`config.mk`:
```
export PLATFORM = sky130hd
export DESIGN_NAME = pngunf_front
export DESIGN_NICKNAME = d
export VERILOG_FILES = /design/src/rtl/pngunf_pkg.sv /design/src/rtl/pngunf_front.sv
export VERILOG_INCLUDE_DIRS = /design/src /design/src/rtl
export SDC_FILE = /design/constraint.sdc
export NUM_CORES = 1
export LEC_CHECK = 0
export BUFFER_PORTS_ARGS = -buffer_cell sky130_fd_sc_hd__buf_2
export CAP_MARGIN = 20
export CORE_ASPECT_RATIO = 0.75
export CORE_MARGIN = 1.5
export CORE_UTILIZATION = 60
export DETAILED_ROUTE_END_ITERATION = 12
export PLACE_DENSITY = 0.83
export SLEW_MARGIN = 20
export SYNTH_ARGS = -nofsm -noshare
export SYNTH_HDL_FRONTEND = slang
export SYNTH_SLANG_ARGS = --single-unit
```
`constraint.sdc`:
```
create_clock -name clk_i -period 18.79 [get_ports clk_i]
set_input_delay 5.637 -clock clk_i [delete_from_list [all_inputs] [get_ports clk_i]]
set_output_delay 5.637 -clock clk_i [all_outputs]
set_load 0.05 [all_outputs]
```
`src/rtl/png_scanline_unfilter_rgba8_assert.svh`:
```
// Assertion macros shared by the scanline unfilter modules.
`ifndef PNG_SCANLINE_UNFILTER_RGBA8_ASSERT_SVH
`define PNG_SCANLINE_UNFILTER_RGBA8_ASSERT_SVH

// Same-cycle implication, disabled while in reset.
`define PNGUNF_ASSERT_IMP(label, clk, rst_n, ante, cons, msg) \
  label: assert property (@(posedge clk) disable iff (!rst_n) (ante) |-> (cons)) \
    else $error(msg);

// Next-cycle implication, disabled while in reset.
`define PNGUNF_ASSERT_NXT(label, clk, rst_n, ante, cons, msg) \
  label: assert property (@(posedge clk) disable iff (!rst_n) (ante) |=> (cons)) \
    else $error(msg);

`endif

```
`src/rtl/pngunf_pkg.sv`:
```
`timescale 1ns / 1ps

package pngunf_pkg;

  // Fixed field widths
  localparam int ByteW         = 8;
  localparam int ChannelW      = 2;
  localparam int ImageWidthW   = 11;
  localparam int BytesPerPixel = 4;

  // Default line store size in pixels
  localparam int MaxWidthDefault = 1024;

  // PNG filter types; codes 5..7 are invalid
  typedef enum logic [2:0] {
    FILT_NONE  = 3'd0,
    FILT_SUB   = 3'd1,
    FILT_UP    = 3'd2,
    FILT_AVG   = 3'd3,
    FILT_PAETH = 3'd4
  } filter_e;

  // Control of the transaction held in the reconstruction stage
  typedef struct packed {
    logic    bad;
    logic    first_row;
    logic    first_px;
    logic    last;
    filter_e filter;
  } s1_ctrl_t;

  // Absolute value of a narrow signed difference
  function automatic logic [8:0] abs10(input logic signed [9:0] v);
    logic signed [9:0] n;
    n = -v;
    abs10 = v[9] ? n[8:0] : v[8:0];
  endfunction

  // Paeth predictor
  function automatic logic [ByteW-1:0] paeth(input logic [ByteW-1:0] a,
                                             input logic [ByteW-1:0] b,
                                             input logic [ByteW-1:0] c);
    logic signed [9:0] ea, eb, ec;
    logic [8:0] pa, pb, pc;
    ea = signed'({2'b00, a});
    eb = signed'({2'b00, b});
    ec = signed'({2'b00, c});
    pa = abs10(eb - ec);
    pb = abs10(ea - ec);
    pc = abs10(ea + eb - ec - ec);
    if (pa <= pb && pa <= pc) begin
      paeth = a;
    end else if (pb <= pc) begin
      paeth = b;
    end else begin
      paeth = c;
    end
  endfunction

endpackage

```
`src/rtl/pngunf_front.sv`:
```
`timescale 1ns / 1ps
`include "png_scanline_unfilter_rgba8_assert.svh"

// Row tracking: filter byte parsing, column count, line store read address.
module pngunf_front #(
  parameter int MaxWidth = pngunf_pkg::MaxWidthDefault,
  parameter int LenW     = $clog2(4 * MaxWidth + 1),
  parameter int XW       = $clog2(4 * MaxWidth)
) (
  input  logic                               clk_i,
  input  logic                               rst_ni,
  input  logic                               image_width_we_i,
  input  logic [pngunf_pkg::ImageWidthW-1:0] image_width_i,
  input  logic                               accept_i,
  input  logic [pngunf_pkg::ByteW-1:0]       raw_byte_i,
  input  logic                               image_start_i,
  output logic                               item_valid_o,
  output pngunf_pkg::s1_ctrl_t               item_o,
  output logic [XW-1:0]                      item_x_o,
  output logic                               rd_en_o
);

  localparam int MaxLen = pngunf_pkg::BytesPerPixel * MaxWidth;

  logic [LenW-1:0]     len_q, len_d;
  logic [LenW-1:0]     col_q, col_d;
  logic                first_q, first_d;
  logic                halted_q, halted_d;
  pngunf_pkg::filter_e filter_q, filter_d;
  logic [31:0]         wc;
  logic [LenW-1:0]     xfull;
  logic                last;
  logic                near_start;

  // Row length in bytes, clamped when written
  always_comb begin
    wc = 32'(image_width_i);
    if (wc == 32'd0) begin
      wc = 32'd1;
    end else if (wc > 32'(MaxWidth)) begin
      wc = 32'(MaxWidth);
    end
    len_d = image_width_we_i ? LenW'(wc << 2) : len_q;
  end

  // Data byte column, clamped to the current row
  always_comb begin
    xfull = col_q - LenW'(1);
    if (xfull >= len_q) begin
      xfull = len_q - LenW'(1);
    end
    last = (xfull + LenW'(1)) >= len_q;
    // fewer than a pixel of bytes since the filter byte: no left neighbor yet
    near_start = (col_q <= LenW'(pngunf_pkg::BytesPerPixel));
  end

  // Next state and stage-one transaction
  always_comb begin
    col_d        = col_q;
    first_d      = first_q;
    halted_d     = halted_q;
    filter_d     = filter_q;
    item_valid_o = 1'b0;
    item_o       = '{bad: 1'b0, first_row: first_q, first_px: near_start, last: last,
                     filter: filter_q};
    rd_en_o      = 1'b0;
    if (accept_i) begin
      if (image_start_i || (!halted_q && col_q == '0)) begin
        // Filter byte
        first_d = image_start_i ? 1'b1 : first_q;
        if (raw_byte_i > pngunf_pkg::ByteW'(pngunf_pkg::FILT_PAETH)) begin
          halted_d     = 1'b1;
          col_d        = '0;
          item_valid_o = 1'b1;
          item_o.bad   = 1'b1;
        end else begin
          halted_d = 1'b0;
          col_d    = LenW'(1);
          filter_d = pngunf_pkg::filter_e'(raw_byte_i[2:0]);
        end
      end else if (!halted_q) begin
        // Data byte
        item_valid_o = 1'b1;
        rd_en_o      = 1'b1;
        if (last) begin
          col_d   = '0;
          first_d = 1'b0;
        end else begin
          col_d = xfull + LenW'(2);
        end
      end
    end
  end

  assign item_x_o = xfull[XW-1:0];

  always_ff @(posedge clk_i or negedge rst_ni) begin
    if (!rst_ni) begin
      len_q    <= LenW'(pngunf_pkg::BytesPerPixel);
      col_q    <= '0;
      first_q  <= 1'b1;
      halted_q <= 1'b1;
      filter_q <= pngunf_pkg::FILT_NONE;
    end else begin
      len_q    <= len_d;
      col_q    <= col_d;
      first_q  <= first_d;
      halted_q <= halted_d;
      filter_q <= filter_d;
    end
  end

  `PNGUNF_ASSERT_IMP(a_halt_col, clk_i, rst_ni, halted_q, col_q == '0, "halted mid-row")
  `PNGUNF_ASSERT_IMP(a_len_range, clk_i, rst_ni, 1'b1,
                     len_q != '0 && len_q <= LenW'(MaxLen), "row length out of range")

endmodule

```
# Yosys cells after proc, flatten, opt, wreduce, memory -nomap -nowiden
# Cells that the tools add are included.
# op_classes
addsub	4
n_lt_le_gt_ge	5
n_eq_ne	2
mux	19
n_bitwise	1
n_reduce_logical	10
# ops
operator	count
$mux 13	4
$ge 13x13->1	2
$sub 13x1->13 const B	2
$mux 11	2
$add 13x1->13 const B	1
$add 13x2->13 const B	1
$le 13x3->1 const B	1
$logic_not 13->1	1
$mux 1	13
$gt 11x11->1 const B	1
$logic_not 11->1	1
$gt 8x3->1 const B	1
$reduce_and 2->1	2
$reduce_and 4->1	1
$reduce_and 3->1	1
$ne 2x1->1 const B	1
$ne 2x2->1 const B	1
$reduce_bool 2->1	1
$logic_and 1x1->1	1
$logic_not 1->1	1
$logic_or 1x1->1	1
$not 1->1	1
# word_totals
ff_bits	29
output_inout_bits	21
word_cells	46

# Depth between registers and ports, before layout
# Gate-level depths: netlist (run 1).
# logic_depth
depth_word	8
depth_mapped	33
depth_no_buf	29

# Worst setup path after synthesis (run 1)
# Ideal clock, no wire load.
# synth_timing
path_type	reg2out
startpoint	reg col_q[0]
endpoint	out item_o[3] (netlist bit)
arrival_ps	7174
t_required_ps	13153
path_slack_ps	5979
path_stages_with_launch	31
n_path_buf	5
cell_sequence	dfrtp_1 clkbuf_1 inv_1 ha_1 or4b_4 buf_6 or4_1 xnor2_1 ha_1 a21o_1 a21o_1 a22o_1 clkbuf_1 nor2_1 clkbuf_1 nor2_1 a21oi_1 ha_1 a21boi_1 o221ai_1 nor3_1 o221ai_1 or3b_1 xnor2_1 ha_1 nor2b_1 o21ai_0 nand2b_1 nor3_1 inv_1 buf_4
# synth_between
elab_chain_cells	5
# synth_rtl
item	line_no	source
start: declaration	pngunf_front.sv:26	logic [LenW-1:0] col_q, col_d;
start signal: assignment	pngunf_front.sv:106	col_q <= col_d;
$sub 13x1->13 (*)	pngunf_front.sv:48	xfull = col_q - LenW'(1);
$ge 13x13->1	pngunf_front.sv:49	if (xfull >= len_q) begin
$mux 13 (*)	pngunf_front.sv:49	
net item_x_o[2]	pngunf_front.sv:19	output logic [XW-1:0] item_x_o,
$add 13x1->13 (*)	pngunf_front.sv:52	last = (xfull + LenW'(1)) >= len_q;
$ge 13x13->1 (*)	pngunf_front.sv:52	
end: declaration	pngunf_front.sv:18	output pngunf_pkg::s1_ctrl_t item_o,
# The timed path passes the listed nets; every way through them passes the cells marked *.

==> results of run 1 <==
==> layout by cell type (no fill, tap or decap), types with 6 or more instances in the layout <==
cell,n
a22o_1,7
or3_1,11
nor4_1,11
dfrtp_1,26
nand2_1,25
xnor2_1,25
xor2_1,9
a21o_1,6
ha_1,26
nor3_1,18
nand2b_1,6
nand4_1,6
inv_1,22
nor2_1,21
buf_2,44
nand3_1,6
o21ai_0,23
a21oi_1,15
==> stage by stage <==
stage | instances | hold slack [ns] | setup slack, ns | area, um^2 | util
floorplan | 364 | 0.4579 | 5.979 | 2992 | -
global placement | 451 | 0.4801 | 6.186 | 3201 | 0.6606
detailed placement | 451 | 0.4760 | 5.992 | 3201 | 0.6606
CTS | 459 | 0.4906 | 5.658 | 3283 | 0.6777
global route | 459 | 0.5336 | 5.049 | 3287 | 0.6785
finish | 459 | 0.4870 | 5.462 | 3287 | 0.6785
==> cells by family after synthesis <==
family	share of synthesized area
simple gates	0.2392
compound gates	0.2212
buf+inv	0.05897
xor+xnor	0.09954
flops	0.2438
fa+ha+maj	0.1121
mux	0.02509
==> layer usage <==
layer | global-route usage | vias up | share of wire
met5 | 0 | - | 0
met3 | 0.09948 | 16 | 0.086
met1 | 0.4670 | 1419 | 0.48
li1 | - | 1410 | -
met4 | 0.08669 | 0 | 0.014
met2 | 0.4712 | 137 | 0.42
==> final cells by class <==
type / instances / area, um^2 / area share
Timing Repair Buffer: 45 / 227.7 / 0.06928
Clock inverter: 2 / 10.01 / 0.003045
Inverter: 22 / 82.58 / 0.02512
Tap cell: 60 / 75.07 / 0.02284
Clock buffer: 6 / 72.57 / 0.02208
Multi-Input combinational cell: 295 / 2090 / 0.6357
Sequential cell: 29 / 729.5 / 0.2219
==> worst min-delay path: cells and delay by family (launching register included) <==
family           cells  cell delay (ns)
flip-flops           1             0.37
AND/OR/NAND/NOR      1             0.06
AO/OA/AOI/OAI        1             0.06
==> state kept, by name, indices dropped and copies added (netlist names) <==
signal / cells
halted_q: 1
col_q: 13
first_q: 1
filter_q: 3
len_q: 11
==> worst max path at each step <==
stage	start	end	slack, ns	cells after the start
2_1_floorplan	col_q[0]	item_o[3]	5.98	30
3_3_place_gp	image_start_i	item_o[6]	6.19	5
3_5_place_dp	col_q[0]	item_o[3]	5.99	26
4_1_cts	col_q[0]	item_o[3]	5.66	26
5_1_grt	col_q[0]	item_o[3]	5.05	26
6_report	col_q[0]	item_o[3]	5.46	26
==> flow_summary.toml, run 1 <==
[drt]
detail_route.wl_per_cell_um = 18.24
drt_iter0_markers = 284
num_vias = 2982
drc = 0
drtAntennaViolNets = 0
first_pass_iters = 5
wirelength_um = 8374
vias_per_cell = 6.497

[final_layout]
area_delta_synth_final_pct = 9.870
drive_gt1_frac = 0.1679
n_antenna_cell = 0
nets = 448
n_fill_cell = 457

[placement]
dp_hpwl_um = 6634
port_buffers = 44
gp_congestion = 0.9717

[clocking]
clk_latency_ns = 0.30
cts_hold_buf = 0
cts-buffers-inserted = 5
htree_num_levels = 2
root_buffer = "clkbuf_8"
cts_sinks = 29
cts_post_setup_buffers_inserted = 0
cts_resized = 0
cts_tree = "done"
cts_buffer_depth = 2
clk_pin_slew_ns = 0.07

[synthesis]
ys.flop_type = "dfrtp_1"
synth_edf_count = 0
yosysTopAreaCell = "dfrtp_1"
synthTopCellsByCount = "26 x dfrtp_1, 26 x ha_1, 25 x nand2_1, 25 x xnor2_1, 23 x o21ai_0"
ys_ff_latch = 29
synth_area_leaders = "dfrtp_1 22%, ha_1 11%, xnor2_1 7.3%, o21ai_0 3.8%, nand2_1 3.1%"
netlist.area_leader.share = 0.2175
syn_area_per_cell_um2 = 8.219
yosysWarnings = 0
yosysSeqAreaShare = 0.2438
synth_cell_types = 60
synth_async_sr_flop_share = 1.000
syn-cell-area_um2 = 2992
synthCells = 364
syn_nets = 414

[grt]
track_usage = 0.3248
grt_antenna_before_repair = 0
first_global_vias = 2744
overflow = 0
grt_pass1_wl_um = 13720
grt_max_degree = 30

[floorplanning]
floorplan.initialDensity = 0.6175
coreArea_um2 = 4845
rows = 22
die-area_um2 = 5423
ioPinCount = 45
fp.dieW_um = 84.54
die-height_um = 64.15

[setup_path]
path_class = "reg2out"
cp_common_cell = "ha_1"
r2r-start = "col_q[0]"
rrSetupSlack_ns = 11.01
worst-r2r-cell-count = 27
slowest_stage = "nor2_1"
cp_max_fo = 15
endpoint_kind = "primary output"
cp_num_buf_inv = 3
startpoint_type = "register"
max_stage_delay_ns = 0.66
reg2reg_to = "col_q[10]"
critPathArrivalTime_ns = 7.69
crit_family = "simple AND/OR/NAND/NOR gates"
crit_required_ns = 13.15

[timing]
maxSlewViolCount = 0
slew_headroom = 0.4612
finClkSkew_ns = 0.005457
tightest_slew_ns = 0.8052
fmaxAchievable_ghz = 0.07503
setup_viol = 0
period_needed_ns = 13.33
rsz0062_at_grt = "no"
period_share = 0.7093
fin_tns_setup_ns = 0
hold_viol = 0

[hold_path]
min_path_type = "reg2reg"
min_path_cells = 2
hp-start = "first_q"
worst_hold_path.endpoint = "first_q"

[run]
drv_cap = 0

[run_status]
outcome = "finished, final reports clean"
Power of run 1 is not shown: default switching activity piles up to over one toggle a cycle in this logic, so the estimate is an artifact.
==> run 2, diff against run 1 <==
CORE_UTILIZATION = 58   (was 60)
PLACE_DENSITY = 0.81   (was 0.83)
clock period = 13.5 ns   (was 18.79 ns; I/O delays follow)
==> flow_summary.toml, run 2 (synthesis results as in run 1) <==
[setup_path]
startpoint_type = "register"
path_class = "reg2out"
reg2reg_to = "col_q[10]"
worst-r2r-cell-count = 27
r2r-start = "col_q[0]"
crit_required_ns = 9.45
endpoint_kind = "primary output"
cp_max_fo = 15
rrSetupSlack_ns = 5.90
critPathArrivalTime_ns = 7.55

[hold_path]
hp-start = "first_q"
worst_hold_path.endpoint = "first_q"
min_path_cells = 2
min_path_type = "reg2reg"

[grt]
grt_max_degree = 30
grt_pass1_wl_um = 13290
overflow = 0
track_usage = 0.3088
grt_util_met2 = 0.4478
use_met3 = 0.05528
met1_usage = 0.4684
grt_busiest_layer = "met1"
grt_antenna_before_repair = 0
first_global_vias = 2622

[placement]
port_buffers = 44
dp_hpwl_um = 6554
gp_congestion = 1.010

[final_layout]
top_regs = "col_q x13, len_q x11, filter_q x3"
n_fill_cell = 403
largest_reg_flops = 13
drive_gt1_frac = 0.1704
most-common-layout-cells = "44 x buf_2, 26 x ha_1, 26 x dfrtp_1, 25 x nand2_1, 25 x xnor2_1"
regMostFlops = "col_q"
multiInputGateArea_um2 = 2090
layout_commonest_cell = "buf_2"
seq_area_um2 = 729.5
area_delta_synth_final_pct = 10.50
nets = 448
n_antenna_cell = 0

[timing]
fmaxAchievable_ghz = 0.08623
period_share = 0.8590
finClkSkew_ns = 0.008261
fin_tns_setup_ns = 0
hold_viol = 0
slew_headroom = 0.4961
period_needed_ns = 11.60
maxSlewViolCount = 0
rsz0062_at_grt = "no"
setup_viol = 0
tightest_slew_ns = 0.7531

[clocking]
cts-buffers-inserted = 5
cts_sinks = 29
cts_hold_buf = 0
cts_resized = 0
cts_tree = "done"
clk_pin_slew_ns = 0.07
cts_buffer_depth = 2
clk_latency_ns = 0.29
cts_post_setup_buffers_inserted = 0
htree_num_levels = 2
root_buffer = "clkbuf_8"

[drt]
num_vias = 2972
drt_iter0_markers = 323
first_pass_iters = 5
drtAntennaViolNets = 0
detail_route.wl_per_cell_um = 17.97
wirelength_um = 8247
vias_per_cell = 6.475
drc = 0

[floorplanning]
ioPinCount = 45
die-height_um = 65.20
floorplan.initialDensity = 0.6072
fp.dieW_um = 85.93
rows = 22
die-area_um2 = 5602
coreArea_um2 = 4927

[run_status]
outcome = "finished, final reports clean"

[run]
drv_cap = 0
[run 2: area by class of cell]
type | count | area share
Sequential cell | 29 | 0.2207
Tap cell | 60 | 0.02271
Inverter | 22 | 0.02498
Clock buffer | 7 | 0.02914
Clock inverter | 1 | 0.001514
Timing Repair Buffer | 45 | 0.06889
Multi-Input combinational cell | 295 | 0.6321
[run 2: worst max-delay path, cell delays in order (launching register included)]
cell	delay [ns]
dfrtp_1	0.54
inv_1	0.15
ha_1	0.22
or4b_4	0.54
or4_1	0.52
xnor2_1	0.23
ha_1	0.30
a21o_1	0.18
a21o_1	0.18
a22o_1	0.30
nor2_1	0.62
nor2_1	0.08
a21oi_1	0.27
ha_1	0.29
a21boi_1	0.24
o221ai_1	0.15
nor3_1	0.20
o221ai_1	0.27
or3b_1	0.45
xnor2_1	0.14
ha_1	0.29
nand4_1	0.14
nor3_1	0.08
o31a_1	0.12
nor3_1	0.35
inv_1	0.15
buf_2	0.24
[run 2: worst max path at each step]
stage / start / end / slack [ns] / depth (start not counted)
5_1_grt: col_q[0] / item_o[3] / 1.44 / 26
2_1_floorplan: col_q[0] / item_o[3] / 2.28 / 30
3_3_place_gp: col_q[0] / item_o[3] / 2.67 / 26
6_report: col_q[0] / item_o[3] / 1.90 / 26
4_1_cts: col_q[0] / item_o[3] / 2.01 / 26
3_5_place_dp: col_q[0] / item_o[3] / 2.36 / 26
[run 2: layer usage]
metal / part of all wire / routed length [um] / vias to the layer above
li1: - / - / 1419
met1: 0.48 / 3959 / 1407
met2: 0.41 / 3354 / 129
met3: 0.095 / 781 / 17
met4: 0.018 / 151 / 0
met5: 0 / 0 / -
[run 2: per-stage QoR]
step                cell area, um^2  hold slack (ns)  instances  setup slack, ns  utilization
detailed placement             3201           0.4719        451            2.361       0.6496
global route                   3306           0.5071        459            1.445       0.6709
global placement               3201           0.4831        451            2.668       0.6496
CTS                            3302           0.4870        459            2.005       0.6701
finish                         3306           0.4858        459            1.904       0.6709
floorplan                      2992           0.4579        364            2.276            -
Power of run 2 is left out for the same reason.
