## src/rtl/png_scanline_unfilter_rgba8_assert.svh

```systemverilog
// Assertion macros shared by the scanline unfilter modules.
`ifndef PNG_SCANLINE_UNFILTER_RGBA8_ASSERT_SVH
`define PNG_SCANLINE_UNFILTER_RGBA8_ASSERT_SVH

// Same-cycle implication, disabled while in reset.
`define PNGUNF_ASSERT_IMP(label, clk, rst_n, ante, cons, msg) \
  label: assert property (@(posedge clk) disable iff (!rst_n) (ante) |-> (cons)) \
    else $error(msg);

// Next-cycle implication, disabled while in reset.
`define PNGUNF_ASSERT_NXT(label, clk, rst_n, ante, cons, msg) \
  label: assert property (@(posedge clk) disable iff (!rst_n) (ante) |=> (cons)) \
    else $error(msg);

`endif

```

## src/rtl/pngunf_pkg.sv

```systemverilog
`timescale 1ns / 1ps

package pngunf_pkg;

  // Fixed field widths
  localparam int ByteW         = 8;
  localparam int ChannelW      = 2;
  localparam int ImageWidthW   = 11;
  localparam int BytesPerPixel = 4;

  // Default line store size in pixels
  localparam int MaxWidthDefault = 1024;

  // PNG filter types; codes 5..7 are invalid
  typedef enum logic [2:0] {
    FILT_NONE  = 3'd0,
    FILT_SUB   = 3'd1,
    FILT_UP    = 3'd2,
    FILT_AVG   = 3'd3,
    FILT_PAETH = 3'd4
  } filter_e;

  // Control of the transaction held in the reconstruction stage
  typedef struct packed {
    logic    bad;
    logic    first_row;
    logic    first_px;
    logic    last;
    filter_e filter;
  } s1_ctrl_t;

  // Absolute value of a narrow signed difference
  function automatic logic [8:0] abs10(input logic signed [9:0] v);
    logic signed [9:0] n;
    n = -v;
    abs10 = v[9] ? n[8:0] : v[8:0];
  endfunction

  // Paeth predictor
  function automatic logic [ByteW-1:0] paeth(input logic [ByteW-1:0] a,
                                             input logic [ByteW-1:0] b,
                                             input logic [ByteW-1:0] c);
    logic signed [9:0] ea, eb, ec;
    logic [8:0] pa, pb, pc;
    ea = signed'({2'b00, a});
    eb = signed'({2'b00, b});
    ec = signed'({2'b00, c});
    pa = abs10(eb - ec);
    pb = abs10(ea - ec);
    pc = abs10(ea + eb - ec - ec);
    if (pa <= pb && pa <= pc) begin
      paeth = a;
    end else if (pb <= pc) begin
      paeth = b;
    end else begin
      paeth = c;
    end
  endfunction

endpackage

```

## src/rtl/pngunf_dpath.sv

```systemverilog
`timescale 1ns / 1ps
`include "png_scanline_unfilter_rgba8_assert.svh"

// Reconstruction stage and result register.
module pngunf_dpath #(
  parameter int MaxWidth = pngunf_pkg::MaxWidthDefault,
  parameter int XW       = $clog2(4 * MaxWidth)
) (
  input  logic                            clk_i,
  input  logic                            rst_ni,
  input  logic                            accept_i,
  input  logic                            item_valid_i,
  input  pngunf_pkg::s1_ctrl_t            item_i,
  input  logic [XW-1:0]                   item_x_i,
  input  logic [pngunf_pkg::ByteW-1:0]    raw_byte_i,
  input  logic [pngunf_pkg::ByteW-1:0]    upper_i,
  output logic                            ready_o,
  output logic                            wr_en_o,
  output logic [XW-1:0]                   wr_addr_o,
  output logic [pngunf_pkg::ByteW-1:0]    wr_data_o,
  output logic                            out_valid_o,
  input  logic                            out_stall_i,
  output logic [pngunf_pkg::ByteW-1:0]    pixel_byte_o,
  output logic [pngunf_pkg::ChannelW-1:0] channel_o,
  output logic                            row_end_o,
  output logic                            bad_filter_o
);

  localparam int BW = pngunf_pkg::ByteW;
  localparam int HW = pngunf_pkg::BytesPerPixel * BW;

  pngunf_pkg::s1_ctrl_t           s1_q;
  logic                           s1_valid_q;
  logic [XW-1:0]                  s1_x_q;
  logic [BW-1:0]                  s1_raw_q;
  logic [HW-1:0]                  left_q, upl_q;
  logic                           out_valid_q;
  logic [BW-1:0]                  pix_q;
  logic [pngunf_pkg::ChannelW-1:0] chan_q;
  logic                           rend_q, bad_q;
  logic                           s1_adv;
  logic [BW-1:0]                  a, b, c, pred, val;
  logic [BW:0]                    sum_ab;

  // Handshake: stage one moves when the result register is free or drains
  assign s1_adv  = s1_valid_q && (!out_valid_q || !out_stall_i);
  assign ready_o = !s1_valid_q || s1_adv;

  // Neighbors; left and upper-left are zero on the first pixel of a row
  assign a      = s1_q.first_px ? '0 : left_q[HW-1 -: BW];
  assign c      = s1_q.first_px ? '0 : upl_q[HW-1 -: BW];
  assign b      = s1_q.first_row ? '0 : upper_i;
  assign sum_ab = {1'b0, a} + {1'b0, b};

  // Predictor by filter type
  always_comb begin
    case (s1_q.filter)
      pngunf_pkg::FILT_SUB:   pred = a;
      pngunf_pkg::FILT_UP:    pred = b;
      pngunf_pkg::FILT_AVG:   pred = sum_ab[BW:1];
      pngunf_pkg::FILT_PAETH: pred = pngunf_pkg::paeth(a, b, c);
      default:                pred = '0;
    endcase
    val = s1_raw_q + pred;
  end

  // Line store write-back
  assign wr_en_o   = s1_adv && !s1_q.bad;
  assign wr_addr_o = s1_x_q;
  assign wr_data_o = val;

  // Stage-one and result control
  always_ff @(posedge clk_i or negedge rst_ni) begin
    if (!rst_ni) begin
      s1_valid_q  <= 1'b0;
      out_valid_q <= 1'b0;
      left_q      <= '0;
      upl_q       <= '0;
    end else begin
      if (accept_i) begin
        s1_valid_q <= item_valid_i;
      end else if (s1_adv) begin
        s1_valid_q <= 1'b0;
      end
      if (s1_adv) begin
        out_valid_q <= 1'b1;
      end else if (!out_stall_i) begin
        out_valid_q <= 1'b0;
      end
      if (wr_en_o) begin
        left_q <= {left_q[HW-BW-1:0], val};
        upl_q  <= {upl_q[HW-BW-1:0], b};
      end
    end
  end

  // Payload registers
  always_ff @(posedge clk_i) begin
    if (accept_i && item_valid_i) begin
      s1_q     <= item_i;
      s1_x_q   <= item_x_i;
      s1_raw_q <= raw_byte_i;
    end
    if (s1_adv) begin
      pix_q  <= s1_q.bad ? '0 : val;
      chan_q <= s1_q.bad ? '0 : s1_x_q[1:0];
      rend_q <= s1_q.bad ? 1'b0 : s1_q.last;
      bad_q  <= s1_q.bad;
    end
  end

  assign out_valid_o  = out_valid_q;
  assign pixel_byte_o = pix_q;
  assign channel_o    = chan_q;
  assign row_end_o    = rend_q;
  assign bad_filter_o = bad_q;

  `PNGUNF_ASSERT_IMP(a_bad_zero, clk_i, rst_ni, out_valid_q && bad_q,
                     pix_q == '0 && chan_q == '0 && !rend_q, "bad filter result not zeroed")
  `PNGUNF_ASSERT_IMP(a_row_end_alpha, clk_i, rst_ni, out_valid_q && rend_q,
                     chan_q == pngunf_pkg::ChannelW'(3), "row ended off a pixel boundary")
  `PNGUNF_ASSERT_NXT(a_s1_hold, clk_i, rst_ni, s1_valid_q && !s1_adv,
                     s1_valid_q && $stable(s1_x_q), "stage one lost a stalled transaction")

endmodule

```

## config.mk

```make
export PLATFORM = sky130hd
export DESIGN_NAME = pngunf_dpath
export DESIGN_NICKNAME = d
export VERILOG_FILES = /design/src/rtl/pngunf_pkg.sv /design/src/rtl/pngunf_dpath.sv
export VERILOG_INCLUDE_DIRS = /design/src /design/src/rtl
export SDC_FILE = /design/constraint.sdc
export NUM_CORES = 1
export LEC_CHECK = 0
export BUFFER_PORTS_ARGS = -buffer_cell sky130_fd_sc_hd__buf_2
export CORE_MARGIN = 5
export CORE_UTILIZATION = 50
export CTS_BUF_LIST = sky130_fd_sc_hd__clkbuf_2 sky130_fd_sc_hd__clkbuf_4 sky130_fd_sc_hd__clkbuf_8
export DETAILED_ROUTE_END_ITERATION = 10
export PLACE_DENSITY_LB_ADDON = 0.12
export SLEW_MARGIN = 40
export SYNTH_ARGS = -nofsm -noshare
export SYNTH_HDL_FRONTEND = slang
export SYNTH_SLANG_ARGS = --single-unit
```

## constraint.sdc

```tcl
create_clock -name clk_i -period 31.8 [get_ports clk_i]
set_clock_uncertainty 0.05 [all_clocks]
set_input_delay 6.36 -clock clk_i [delete_from_list [all_inputs] [get_ports clk_i]]
set_output_delay 6.36 -clock clk_i [all_outputs]
set_load 0.01 [all_outputs]
```

-- Word-level counts from Yosys, hierarchy flattened
Index checks and enable logic that the tools add are counted.
- bits of input ports: 40
- register bits after elaboration: 105
- output and inout bits: 35
- reduce and logical (&&, ||, !) cells: 11
- add/subtract/negate cells: 10
- order comparisons: 3
- equality and inequality tests: 5
- multiplexer cells: 13
- operator list (kind ; count):
    8-bit two-way mux ; 5
    8-bit one-hot mux with 4 select lines ; 1
    9-bit less-or-equal comparator ; 3
    9-bit two-way mux ; 3
    9-bit negation ; 3
    8-bit by 8-bit adder with 9-bit output ; 2
    8-bit by 8-bit subtractor with 9-bit output ; 2
    10-bit by 9-bit subtractor with 10-bit output ; 1
    9-bit by 8-bit subtractor with 10-bit output ; 1
    8-bit adder ; 1
    3-bit by 2-bit equality test with 1-bit output, second input constant ; 2
    1-bit logical AND ; 4
    1-bit zero test ; 4
    1-bit two-way mux ; 4
    3-bit by 1-bit equality test with 1-bit output, second input constant ; 1
    3-bit equality test, second input constant ; 1
    1-bit logical OR ; 2
    2-bit by 1-bit inequality test with 1-bit output, second input constant ; 1
    2-bit nonzero test ; 1

-- Depth between registers and ports, before layout
Gate-level depths: netlist of run 1.
- depth in word-level cells: 11
- gate-level depth with buffers: 37
- mapped depth without buffers: 35

-- Worst setup path after synthesis of run 1
No wires, ideal clock.
- kind: input-to-output
- start: in upper_i[5] (netlist bit)
- end: out wr_data_o[7] (netlist bit)
- data required time: 25.390 ns
- stages: 33
- arrival time: 12.730 ns
- path buffers: 0
- path slack: 12.660 ns
- cell sequence: nand2b_1 fa_1 inv_1 ha_1 o21ai_0 a21boi_0 o21ai_0 o21ai_1 nor2_1 xor2_1 ha_1 a21o_1 a21oi_1 nor2b_1 o311ai_0 a21oi_1 maj3_2 a211oi_4 nand2b_1 o221a_2 inv_1 ha_1 a21o_1 a21oi_1 o21bai_1 a21oi_1 o21ai_0 xnor2_1 nor2_1 mux2_2 a311o_1 nor2_2 inv_1
- cells in the longest elaborated chain, start to end: 11
- elaborated cells between the ends (all ways): 18
- classes of those cells: add/sub (8); order compare (3); mux (6); reduce/logical (1)
- RTL lines (item ; line ; text):
    start, declared ; pngunf_dpath.sv:16 ; input logic [pngunf_pkg::ByteW-1:0] upper_i,
    8-bit two-way mux (*) ; pngunf_dpath.sv:52 ; assign b = s1_q.first_row ? '0 : upper_i;
    8-bit by 8-bit adder with 9-bit output ; pngunf_pkg.sv:50, pngunf_dpath.sv:53 ;
    9-bit by 8-bit subtractor with 10-bit output ; pngunf_pkg.sv:50 ; pc = abs10(ea + eb - ec - ec);
    10-bit by 9-bit subtractor with 10-bit output ; pngunf_pkg.sv:50 ;
    9-bit negation ; pngunf_pkg.sv:35 ; n = -v;
    9-bit two-way mux ; pngunf_pkg.sv:36 ; abs10 = v[9] ? n[8:0] : v[8:0];
    9-bit less-or-equal comparator (on tied branches) ; pngunf_pkg.sv:53, pngunf_pkg.sv:51 ;
    8-bit two-way mux / 1-bit logical AND (equally long branches) ; pngunf_pkg.sv:53, pngunf_pkg.sv:51 ;
    8-bit two-way mux ; pngunf_pkg.sv:51 ; if (pa <= pb && pa <= pc) begin
    8-bit one-hot mux with 4 select lines (*) ; pngunf_dpath.sv:57 ; case (s1_q.filter)
    8-bit adder (*) ; pngunf_dpath.sv:64 ; val = s1_raw_q + pred;
    end, declared ; pngunf_dpath.sv:20 ; output logic [pngunf_pkg::ByteW-1:0] wr_data_o,
Every way passes the cells marked *; elsewhere a longest branch is shown, timed or not.

-- Worst setup path after layout of run 1
- start: in upper_i[2] (netlist bit)
- end: out wr_data_o[7] (netlist bit)
The elaborated chain is that of the path after synthesis.

==> results of run 1 <==
-- per-stage QoR --
step | instance area [um^2] | hold slack, ps | instances | utilization | worst slack, ps
global placement | 7711 | 396.6 | 1041 | 0.5513 | 11810
finish | 7931 | 411.4 | 1057 | 0.5670 | 11560
floorplan | 7171 | 387.9 | 806 | - | 12660
detailed placement | 7716 | 401.2 | 1041 | 0.5516 | 11590
CTS | 7931 | 412.2 | 1057 | 0.5670 | 11560
global route | 7931 | 441.9 | 1057 | 0.5670 | 10920
-- logic make-up after synthesis --
| kind of cell | count (synthesis) | share of synthesized area |
|---|---|---|
| muxes | 7 | 0.01029 |
| xor gates and xnor gates | 49 | 0.05985 |
| AOI/OAI and AO/OA | 147 | 0.1347 |
| buffers and inverters | 90 | 0.04729 |
| adders and majority gates | 81 | 0.1502 |
| and+or+nand+nor | 327 | 0.2040 |
| DFF | 105 | 0.3936 |
-- state kept, by name (all words and copies together), names as in the netlist --
signal        count
bad_filter_o      1
channel_o         2
left_q           32
out_valid_o       1
pixel_byte_o      8
row_end_o         1
s1_q              7
s1_raw_q          8
s1_valid_q        1
upl_q            32
wr_addr_o        12
-- critical path: cells and delay by family --
family | cells | cell delay (ps)
mux | 2 | 630
xor+xnor | 2 | 850
compound gates | 15 | 2870
simple gates | 6 | 720
buf+inv | 5 | 540
fa+ha+maj | 5 | 1850
-- cells in the mapped netlist, types with 9 or more instances --
cell type  instances
nand2_1          190
dfrtp_1           66
ha_1              66
inv_1             66
nor2_1            42
o21ai_0           41
edfxtp_1          39
xnor2_1           33
a21oi_1           31
nand2b_1          25
clkbuf_1          22
nor2b_1           22
xor2_1            16
fa_1              10
nand3_1            9
-- cell type report --
class	count	area share
Inverter	67	0.03171
Clock buffer	9	0.01562
Timing Repair Buffer	78	0.05095
Sequential cell	105	0.3559
Multi-Input combinational cell	611	0.5059
Clock inverter	7	0.01152
Tap cell	180	0.02840
-- placed cells by master (no fill, tap or decap), types with 8 or more instances in the layout --
| cell type | count |
|---|---|
| edfxtp_1 | 39 |
| nor2b_1 | 22 |
| xnor2_1 | 33 |
| a21o_1 | 8 |
| o21ai_0 | 41 |
| ha_1 | 66 |
| nor2_1 | 42 |
| nand3_1 | 9 |
| inv_1 | 66 |
| fa_1 | 10 |
| clkbuf_8 | 9 |
| nor3_1 | 8 |
| dfrtp_1 | 66 |
| buf_2 | 74 |
| a21oi_1 | 31 |
| o21a_1 | 8 |
| xor2_1 | 16 |
| nand2_1 | 190 |
| nand2b_1 | 24 |
-- metal layers --
metal  wire, um  vias to the layer above
met4        776                        0
met1       7593                     2710
li1           -                     2871
met2       8434                      192
met3        906                       48
met5          0                        -
-- worst paths after layout --
kind,slack [ps],to,start,depth (start not counted)
worst max-delay path,11560,wr_data_o[7],upper_i[2],35
max in group asynchronous,25250,left_q[8],rst_ni,2
worst min-delay path,410,left_q[17],left_q[9],2
min in group asynchronous,6010,upl_q[3],rst_ni,2
worst min register to register,410,left_q[17],left_q[9],2
worst max register to register,23060,pixel_byte_o[7],s1_q[4],34
==> metrics, run 1 <==
# clock sinks 105; Post-synth EDFFs 39; grt met1 use 0.2850; Worst-path clk slew 120 ps; Final Cycle Share 0.6365; Ys Warns 0; number of H-tree levels 3; post-layout minimum cycle time 20240 ps; Area contributors post-synth dfrtp_1 23%, edfxtp_1 16%, ha_1 12%, nand2_1 9.9%, xnor2_1 4.0%; Final nets 988; cell taking the most area after synthesis dfrtp_1; Ports 75; core box area 0.01399 mm^2; clock buffer depth 2; largest net degree at the start of global routing 80; Critical Path Start Type input port; die span in y 129.8 um; Routed WL 17710 um; dpl hpwl 14170 um; CTS Buf Count 9; die width 129.8 um; antenna cells 0; busiest layer in global routing met2; DRC Markers 0; crit path DAT 13830 ps; first-pass GRT wire length 28900 um; critical path fanouts, max 11; Clock Tree Root clkbuf_8; 1st-iter DRT viols 419; Worst path max stage delay 560 ps; share of layout cells above drive strength 1 0.1254; initial antenna violation count 0; critical path required time 25390 ps; max_slew headroom 0.4955; clk_lat worst skew 380 ps; met2 usage in global routing 0.3634; CP Capture Type output pin; Fmax 49.40 MHz; Mapped Avg Cell Area 8.897 um^2; setup TNS 0 ps; DRT antenna net count 0; Avg WL per Cell 16.75 um; CP most frequent cell o21ai_0; Yosys cell types 65; Port Buffers 74; die area 0.01684 mm^2; async set or reset register ratio after synthesis 0.6286; vias 5821; register area share after synthesis 0.3936; GPL Wtd Cong 0.9418; max-cap check violation count 0; Most used DFF post-synth dfrtp_1; status finished, final reports clean; P&R area growth vs syn 10.61%; CTS tree built; Synth Net Count 922; CP Class input port to output pin; Yosys top cell area share 0.2303; buffer count from post-CTS setup fixing 0; Pre-antenna DRT Iters 5; #FFs+latches synth 105; Sequential Area 0.002823 mm^2; # fillers 1286; Hold WC Path Type flip-flop to flip-flop; multi-input combinational cell area 0.004013 mm^2; final hold violations 0; effective utilization at floorplan 0.5126; Site Rows 43; Final Setup Violations 0; # hold bufs at CTS 0; routing usage on met3 0.03520; total gr overflow 0; via density per instance 5.507; Synth Instances 806; slowest CP cell fa_1; max-slew violation count 0; Worst-Margin Slew 756.7 ps; CTS resizes 0; vias in the first global route 5707; aggregate global-route resource usage 0.2206; RSZ-0062 raised after global routing false; Cell Area, Synth 0.007171 mm^2
Power of run 1 is not shown: default switching activity piles up to over one toggle a cycle in this logic, so the estimate is an artifact.
==> run 2, diff against run 1 <==
--- a/config.mk
+++ b/config.mk
@@ -6,6 +6,7 @@
 export SDC_FILE = /design/constraint.sdc
 export NUM_CORES = 1
 export LEC_CHECK = 0
+export ABC_AREA = 1
 export BUFFER_PORTS_ARGS = -buffer_cell sky130_fd_sc_hd__buf_2
 export CORE_MARGIN = 5
 export CORE_UTILIZATION = 50
==> constraint.sdc (replaced) <==
create_clock -name clk_i -period 16.9 [get_ports clk_i]
set_clock_uncertainty 0.05 [all_clocks]
set_input_delay 3.38 -clock clk_i [delete_from_list [all_inputs] [get_ports clk_i]]
set_output_delay 3.38 -clock clk_i [all_outputs]
set_load 0.01 [all_outputs]
==> metrics, run 2 <==
CTS resizes 0 (unchanged); # hold bufs at CTS 0 (unchanged); Port Buffers 74 (unchanged); die span in y 131.9 um (+1.6%); WP buf/inv 8 (+3); P_leak 4.558 nW; dpl cell area 0.007998 mm^2 (+3.6%); vias in the first global route 5815 (+1.9%); Cell Area, Synth 0.007426 mm^2 (+3.6%); Ys Warns 0 (unchanged); post-layout minimum cycle time 12540 ps; final hold violations 0 (unchanged); peak supply drop 0.09541 mV; max-slew violation count 0 (unchanged); Site Rows 44 (+2.3%); #FFs+latches synth 105 (unchanged); Post-synth EDFFs 39 (unchanged); Commonest cells post-synth 320 x nand2_1, 158 x inv_1, 66 x dfrtp_1, 66 x ha_1, 55 x o21ai_0; Most used DFF post-synth dfrtp_1; Avg WL per Cell 13.95 um (-17%); post-place setup slack 4400 ps (-7186 ps); Yosys top cell area share 0.2224 (-0.007917); status finished, final reports clean; Synth Net Count 1090 (+18%); Critical Path Start Type input port; count leader, synth nand2_1; delay-heaviest family, CP adder cells; effective utilization at floorplan 0.5109 (-0.001679); 1st-iter DRT viols 426 (+1.7%); critical path fanouts, max 14 (+3); dpl hpwl 13690 um (-3.4%); core box area 0.01453 mm^2 (+3.9%); async set or reset register ratio after synthesis 0.6286 (unchanged); max-cap check violation count 0 (unchanged); total gr overflow 0 (unchanged); initial antenna violation count 0 (unchanged); antenna cells 0 (unchanged); most common cell after layout, fill and taps aside nand2_1; first-pass GRT wire length 28700 um (-0.69%); register area share after synthesis 0.3801 (-0.01353); via density per instance 5.000 (-9.2%); CTS tree built; share of layout cells above drive strength 1 0.1276 (+0.002191); Routed WL 17210 um (-2.8%); Ports 75 (unchanged); largest net degree at the start of global routing 62 (-23%); Hold WC Path Type flip-flop to flip-flop; buffer count from post-CTS setup fixing 0 (unchanged); Mapped Avg Cell Area 7.624 um^2 (-14%); CP Capture Type output pin; CP most frequent cell nand2_1; design area 0.008183 mm^2 (+3.2%); GPL Wtd Cong 0.9164 (-2.7%); die width 131.9 um (+1.6%); Yosys cell types 45 (-31%); Final Cycle Share 0.7420; Final WS setup 4360 ps (-7198 ps); CP Class input port to output pin; CTS Buf Count 9 (unchanged); Synth Instances 974 (+21%); Area contributors post-synth dfrtp_1 22%, nand2_1 16%, edfxtp_1 16%, ha_1 11%, inv_1 8.0%; Clock Tree Root clkbuf_8; Worst path max stage delay 550 ps (about the same); highest-count cells in the layout ignoring fill and taps 320 x nand2_1, 157 x inv_1, 74 x buf_2; clock buffer depth 2 (unchanged); Worst-path clk slew 90 ps (-30 ps); crit path DAT 9110 ps (-4720 ps); setup TNS 0 ps (unchanged); DRC Markers 0 (unchanged); aggregate global-route resource usage 0.1999 (-0.02075); P&R area growth vs syn 10.19%; cell taking the most area after synthesis dfrtp_1; RSZ-0062 raised after global routing false; clk_lat worst skew 360 ps (-20 ps); Final nets 1161 (+18%); slowest CP cell fa_1; Final Util 0.5630 (-0.003978); vias 6170 (+6.0%); Pre-antenna DRT Iters 5 (unchanged); critical path required time 13470 ps (-11920 ps); Fmax 79.74 MHz; Pwr Total 1.718 mW; Worst-Margin Slew 631.2 ps (-125.5 ps); pwr/cell area 209.9 mW/mm^2; Final Setup Violations 0 (unchanged); DRT antenna net count 0 (unchanged); die area 0.01739 mm^2 (+3.3%); number of H-tree levels 3 (unchanged); # clock sinks 105 (unchanged); max_slew headroom 0.5766 (+0.08106)
-- run 2: changes by cell type in the layout (fill, tap and decap cells not counted), moves of 9 or more --
cell	previous run	this run
inv_1	66	157
nand2_1	190	320
nand2_2	0	11
nand2b_1	24	0
nand3_1	9	47
nor2_1	42	51
nor2b_1	22	0
o21ai_0	41	55
xnor2_1	33	7
-- run 2: cell type report --
type,count,area (um^2)
clock buffers,14,167.7
clock inverters,2,12.51
fillers,1419,6351
inverters,163,611.8
multi-input cells,688,3925
flip-flops and latches,105,2823
well taps,184,230.2
repair buffers,78,412.9
-- run 2: routing by layer --
layer,track usage,vias to the layer above,routed length (um),part of all wire
met5,0,-,0,0
met4,0.07543,0,561,0.033
met3,0.03206,27,841,0.049
met2,0.3161,152,7907,0.46
met1,0.2771,2739,7902,0.46
li1,-,3252,-,-
-- run 2: tightest hold or removal path: cells and delay by family (launching register included) --
| family | cells | cell delay [ps] |
|---|---|---|
| flip-flops | 1 | 350 |
| AND/OR/NAND/NOR | 2 | 100 |
-- run 2: path summary, 6_finish.rpt --
kind                            startpoint           end  slack (ps)  cells after the start
worst max-delay path            upper_i[2]  wr_data_o[6]        4360                     39
worst max register to register     s1_q[4]     left_q[6]        9720                     44
min in group asynchronous           rst_ni      upl_q[2]        2970                      2
worst min-delay path            left_q[12]    left_q[12]         430                      2
worst min register to register  left_q[12]    left_q[12]         430                      2
max in group asynchronous           rst_ni      upl_q[8]       13320                      3
-- run 2: through the flow --
stage                     std cells  hold WS (ps)
after floorplan                 974         392.2
after global placement         1217         404.0
after detailed placement       1218         408.0
after CTS                      1234         427.4
after global routing           1234         444.7
final                          1234         425.4
-- run 2: power by group --
group          internal [mW]  switching, mW
registers              0.330         0.0312
logic                  0.435          0.778
clock network         0.0647         0.0790
-- run 2: kinds of logic (layout without fill, tap and decap cells) --
logic type                 Yosys count  in the layout  share of synthesized area
DFF                                105            105                     0.3801
adders and majority gates           76             76                     0.1382
AOI/OAI and AO/OA                  126            126                     0.1026
and+or+nand+nor                    463            463                     0.2583
buffers and inverters              181            257                    0.09368
xor gates and xnor gates            23             23                    0.02713
Power figures use the tool's default switching activity.
==> run 3, diff against run 2 <==
==> constraint.sdc (replaced) <==
create_clock -name clk_i -period 10.9 [get_ports clk_i]
set_clock_uncertainty 0.05 [all_clocks]
set_input_delay 2.18 -clock clk_i [delete_from_list [all_inputs] [get_ports clk_i]]
set_output_delay 2.18 -clock clk_i [all_outputs]
set_load 0.01 [all_outputs]
==> metrics, run 3 (synthesis results as in run 2) <==
vias 6101 (-1.1%); CP Capture Type output pin; clock buffer depth 2 (unchanged); max-slew violation count 0 (unchanged); setup TNS 0 ps (unchanged); vias in the first global route 5686 (-2.2%); aggregate global-route resource usage 0.1977 (-0.002165); Site Rows 44 (unchanged); max-cap check violation count 0 (unchanged); Fmax 99.07 MHz; CTS tree built; largest net degree at the start of global routing 62 (unchanged); final hold violations 0 (unchanged); via density per instance 4.944 (-1.1%); 1st-iter DRT viols 397 (-6.8%); P_leak 4.536 nW (-0.48%); CTS resizes 0 (unchanged); switch share 0.5226 (+0.005280); Worst-path clk slew 90 ps (about the same); post-place setup slack 815.2 ps (-3584 ps); # hold bufs at CTS 0 (unchanged); DRC Markers 0 (unchanged); # clock sinks 105 (unchanged); Critical Path Start Type input port; dpl hpwl 13730 um (+0.34%); Worst-Margin Slew 650.2 ps (+19.03 ps); Comb power frac 0.709 (+0.003); CP Class input port to output pin; status finished, final reports clean; die span in y 131.9 um (unchanged); P&R area growth vs syn 10.04%; multi-input combinational cell area 0.003925 mm^2 (unchanged); clk_lat worst skew 370 ps (about the same); CTS Buf Count 9 (unchanged); core box area 0.01453 mm^2 (unchanged); GPL Wtd Cong 0.9166 (about the same); CP most frequent cell nand2_1; Int Power 1.268 mW (+53%); max_slew headroom 0.5638 (-0.01276); Final nets 1161 (unchanged); Worst path max stage delay 550 ps (about the same); Pre-antenna DRT Iters 5 (unchanged); critical path fanouts, max 14 (unchanged); die width 131.9 um (unchanged); buffer count from post-CTS setup fixing 0 (unchanged); Net Sw Power 1.389 mW (+56%); number of H-tree levels 3 (unchanged); Routed WL 17090 um (-0.70%); most common cell after layout, fill and taps aside nand2_1; post-layout minimum cycle time 10090 ps; # fillers 1443 (+1.7%); antenna cells 0 (unchanged); RSZ-0062 raised after global routing false; Final WS setup 806.4 ps (-3553 ps); highest-count cells in the layout ignoring fill and taps 320 x nand2_1, 157 x inv_1, 74 x buf_2; effective utilization at floorplan 0.5109 (unchanged); slowest CP cell fa_1; Clock Tree Root clkbuf_8; Sequential Area 0.002823 mm^2 (unchanged); sequential power share 0.210 (about the same); crit path DAT 7860 ps (-1250 ps); Ports 75 (unchanged); DRT antenna net count 0 (unchanged); Final Setup Violations 0 (unchanged); Final Cycle Share 0.9260; first-pass GRT wire length 28360 um (-1.2%); critical path required time 8670 ps (-4800 ps); pwr/cell area 325.2 mW/mm^2 (+55%); clock power share 0.080 (-0.004); share of layout cells above drive strength 1 0.1257 (-0.001905); Hold WC Path Type flip-flop to flip-flop; peak supply drop 0.1736 mV (+82%); initial antenna violation count 0 (unchanged); total gr overflow 0 (unchanged); Avg WL per Cell 13.85 um (-0.70%); Port Buffers 74 (unchanged); die area 0.01739 mm^2 (unchanged)
[run 3: cell count changes in the layout (fill, tap and decap cells not counted), sizes merged]
cell / delta
clkbuf: -5
clkinv: +2
clkinvlp: +3
[run 3: cell type report]
| type | count | area share |
|---|---|---|
| Multi-Input combinational cell | 688 | 0.4803 |
| Sequential cell | 105 | 0.3454 |
| Timing Repair Buffer | 78 | 0.05053 |
| Clock inverter | 7 | 0.005512 |
| Inverter | 163 | 0.07487 |
| Clock buffer | 9 | 0.01516 |
| Tap cell | 184 | 0.02817 |
[run 3: stage by stage]
stage / instance area [um^2] / total power, mW / instances / utilization / hold WS, ps
floorplan: 7426 / 2.072 / 974 / - / 392.2
global placement: 7970 / 2.422 / 1217 / 0.5484 / 404.1
detailed placement: 7998 / 2.448 / 1218 / 0.5503 / 407.3
CTS: 8167 / 2.672 / 1234 / 0.5619 / 430.0
global route: 8172 / 2.965 / 1234 / 0.5622 / 444.6
finish: 8172 / 2.657 / 1234 / 0.5622 / 426.4
[run 3: final timing paths]
| kind | from | to | slack (ps) | cells past startpoint |
|---|---|---|---|---|
| max reg2reg | s1_q[4] | left_q[6] | 3760 | 44 |
| min in group asynchronous | rst_ni | upl_q[10] | 1750 | 2 |
| min reg2reg | left_q[20] | left_q[20] | 430 | 2 |
| max | upper_i[6] | wr_data_o[6] | 810 | 39 |
| min | left_q[20] | left_q[20] | 430 | 2 |
| max in group asynchronous | rst_ni | left_q[0] | 8530 | 3 |
[run 3: critical path: cells and delay by family]
| kind | cells | cell delay, ps |
|---|---|---|
| adder cells (fa/ha/maj) | 5 | 1770 |
| AO/OA/AOI/OAI | 9 | 1470 |
| AND/OR/NAND/NOR | 16 | 1370 |
| buffers and inverters | 7 | 570 |
| XOR/XNOR | 2 | 460 |
[run 3: routing by layer]
layer | vias to the layer above | wire [um] | global-route usage
met5 | - | 0 | 0
met1 | 2689 | 7889 | 0.2747
met4 | 0 | 485 | 0.07371
li1 | 3247 | - | -
met2 | 138 | 7854 | 0.3097
met3 | 27 | 862 | 0.03550
[run 3: power by group through the flow]
stage | Sequential, mW | Clock [mW] | Combinational, mW
after global placement | 0.564 | 0 | 1.86
after CTS | 0.559 | 0.221 | 1.89
final | 0.559 | 0.213 | 1.88
after global routing | 0.571 | 0.238 | 2.16
after detailed placement | 0.567 | 0 | 1.88
after floorplan | 0.558 | 0 | 1.51
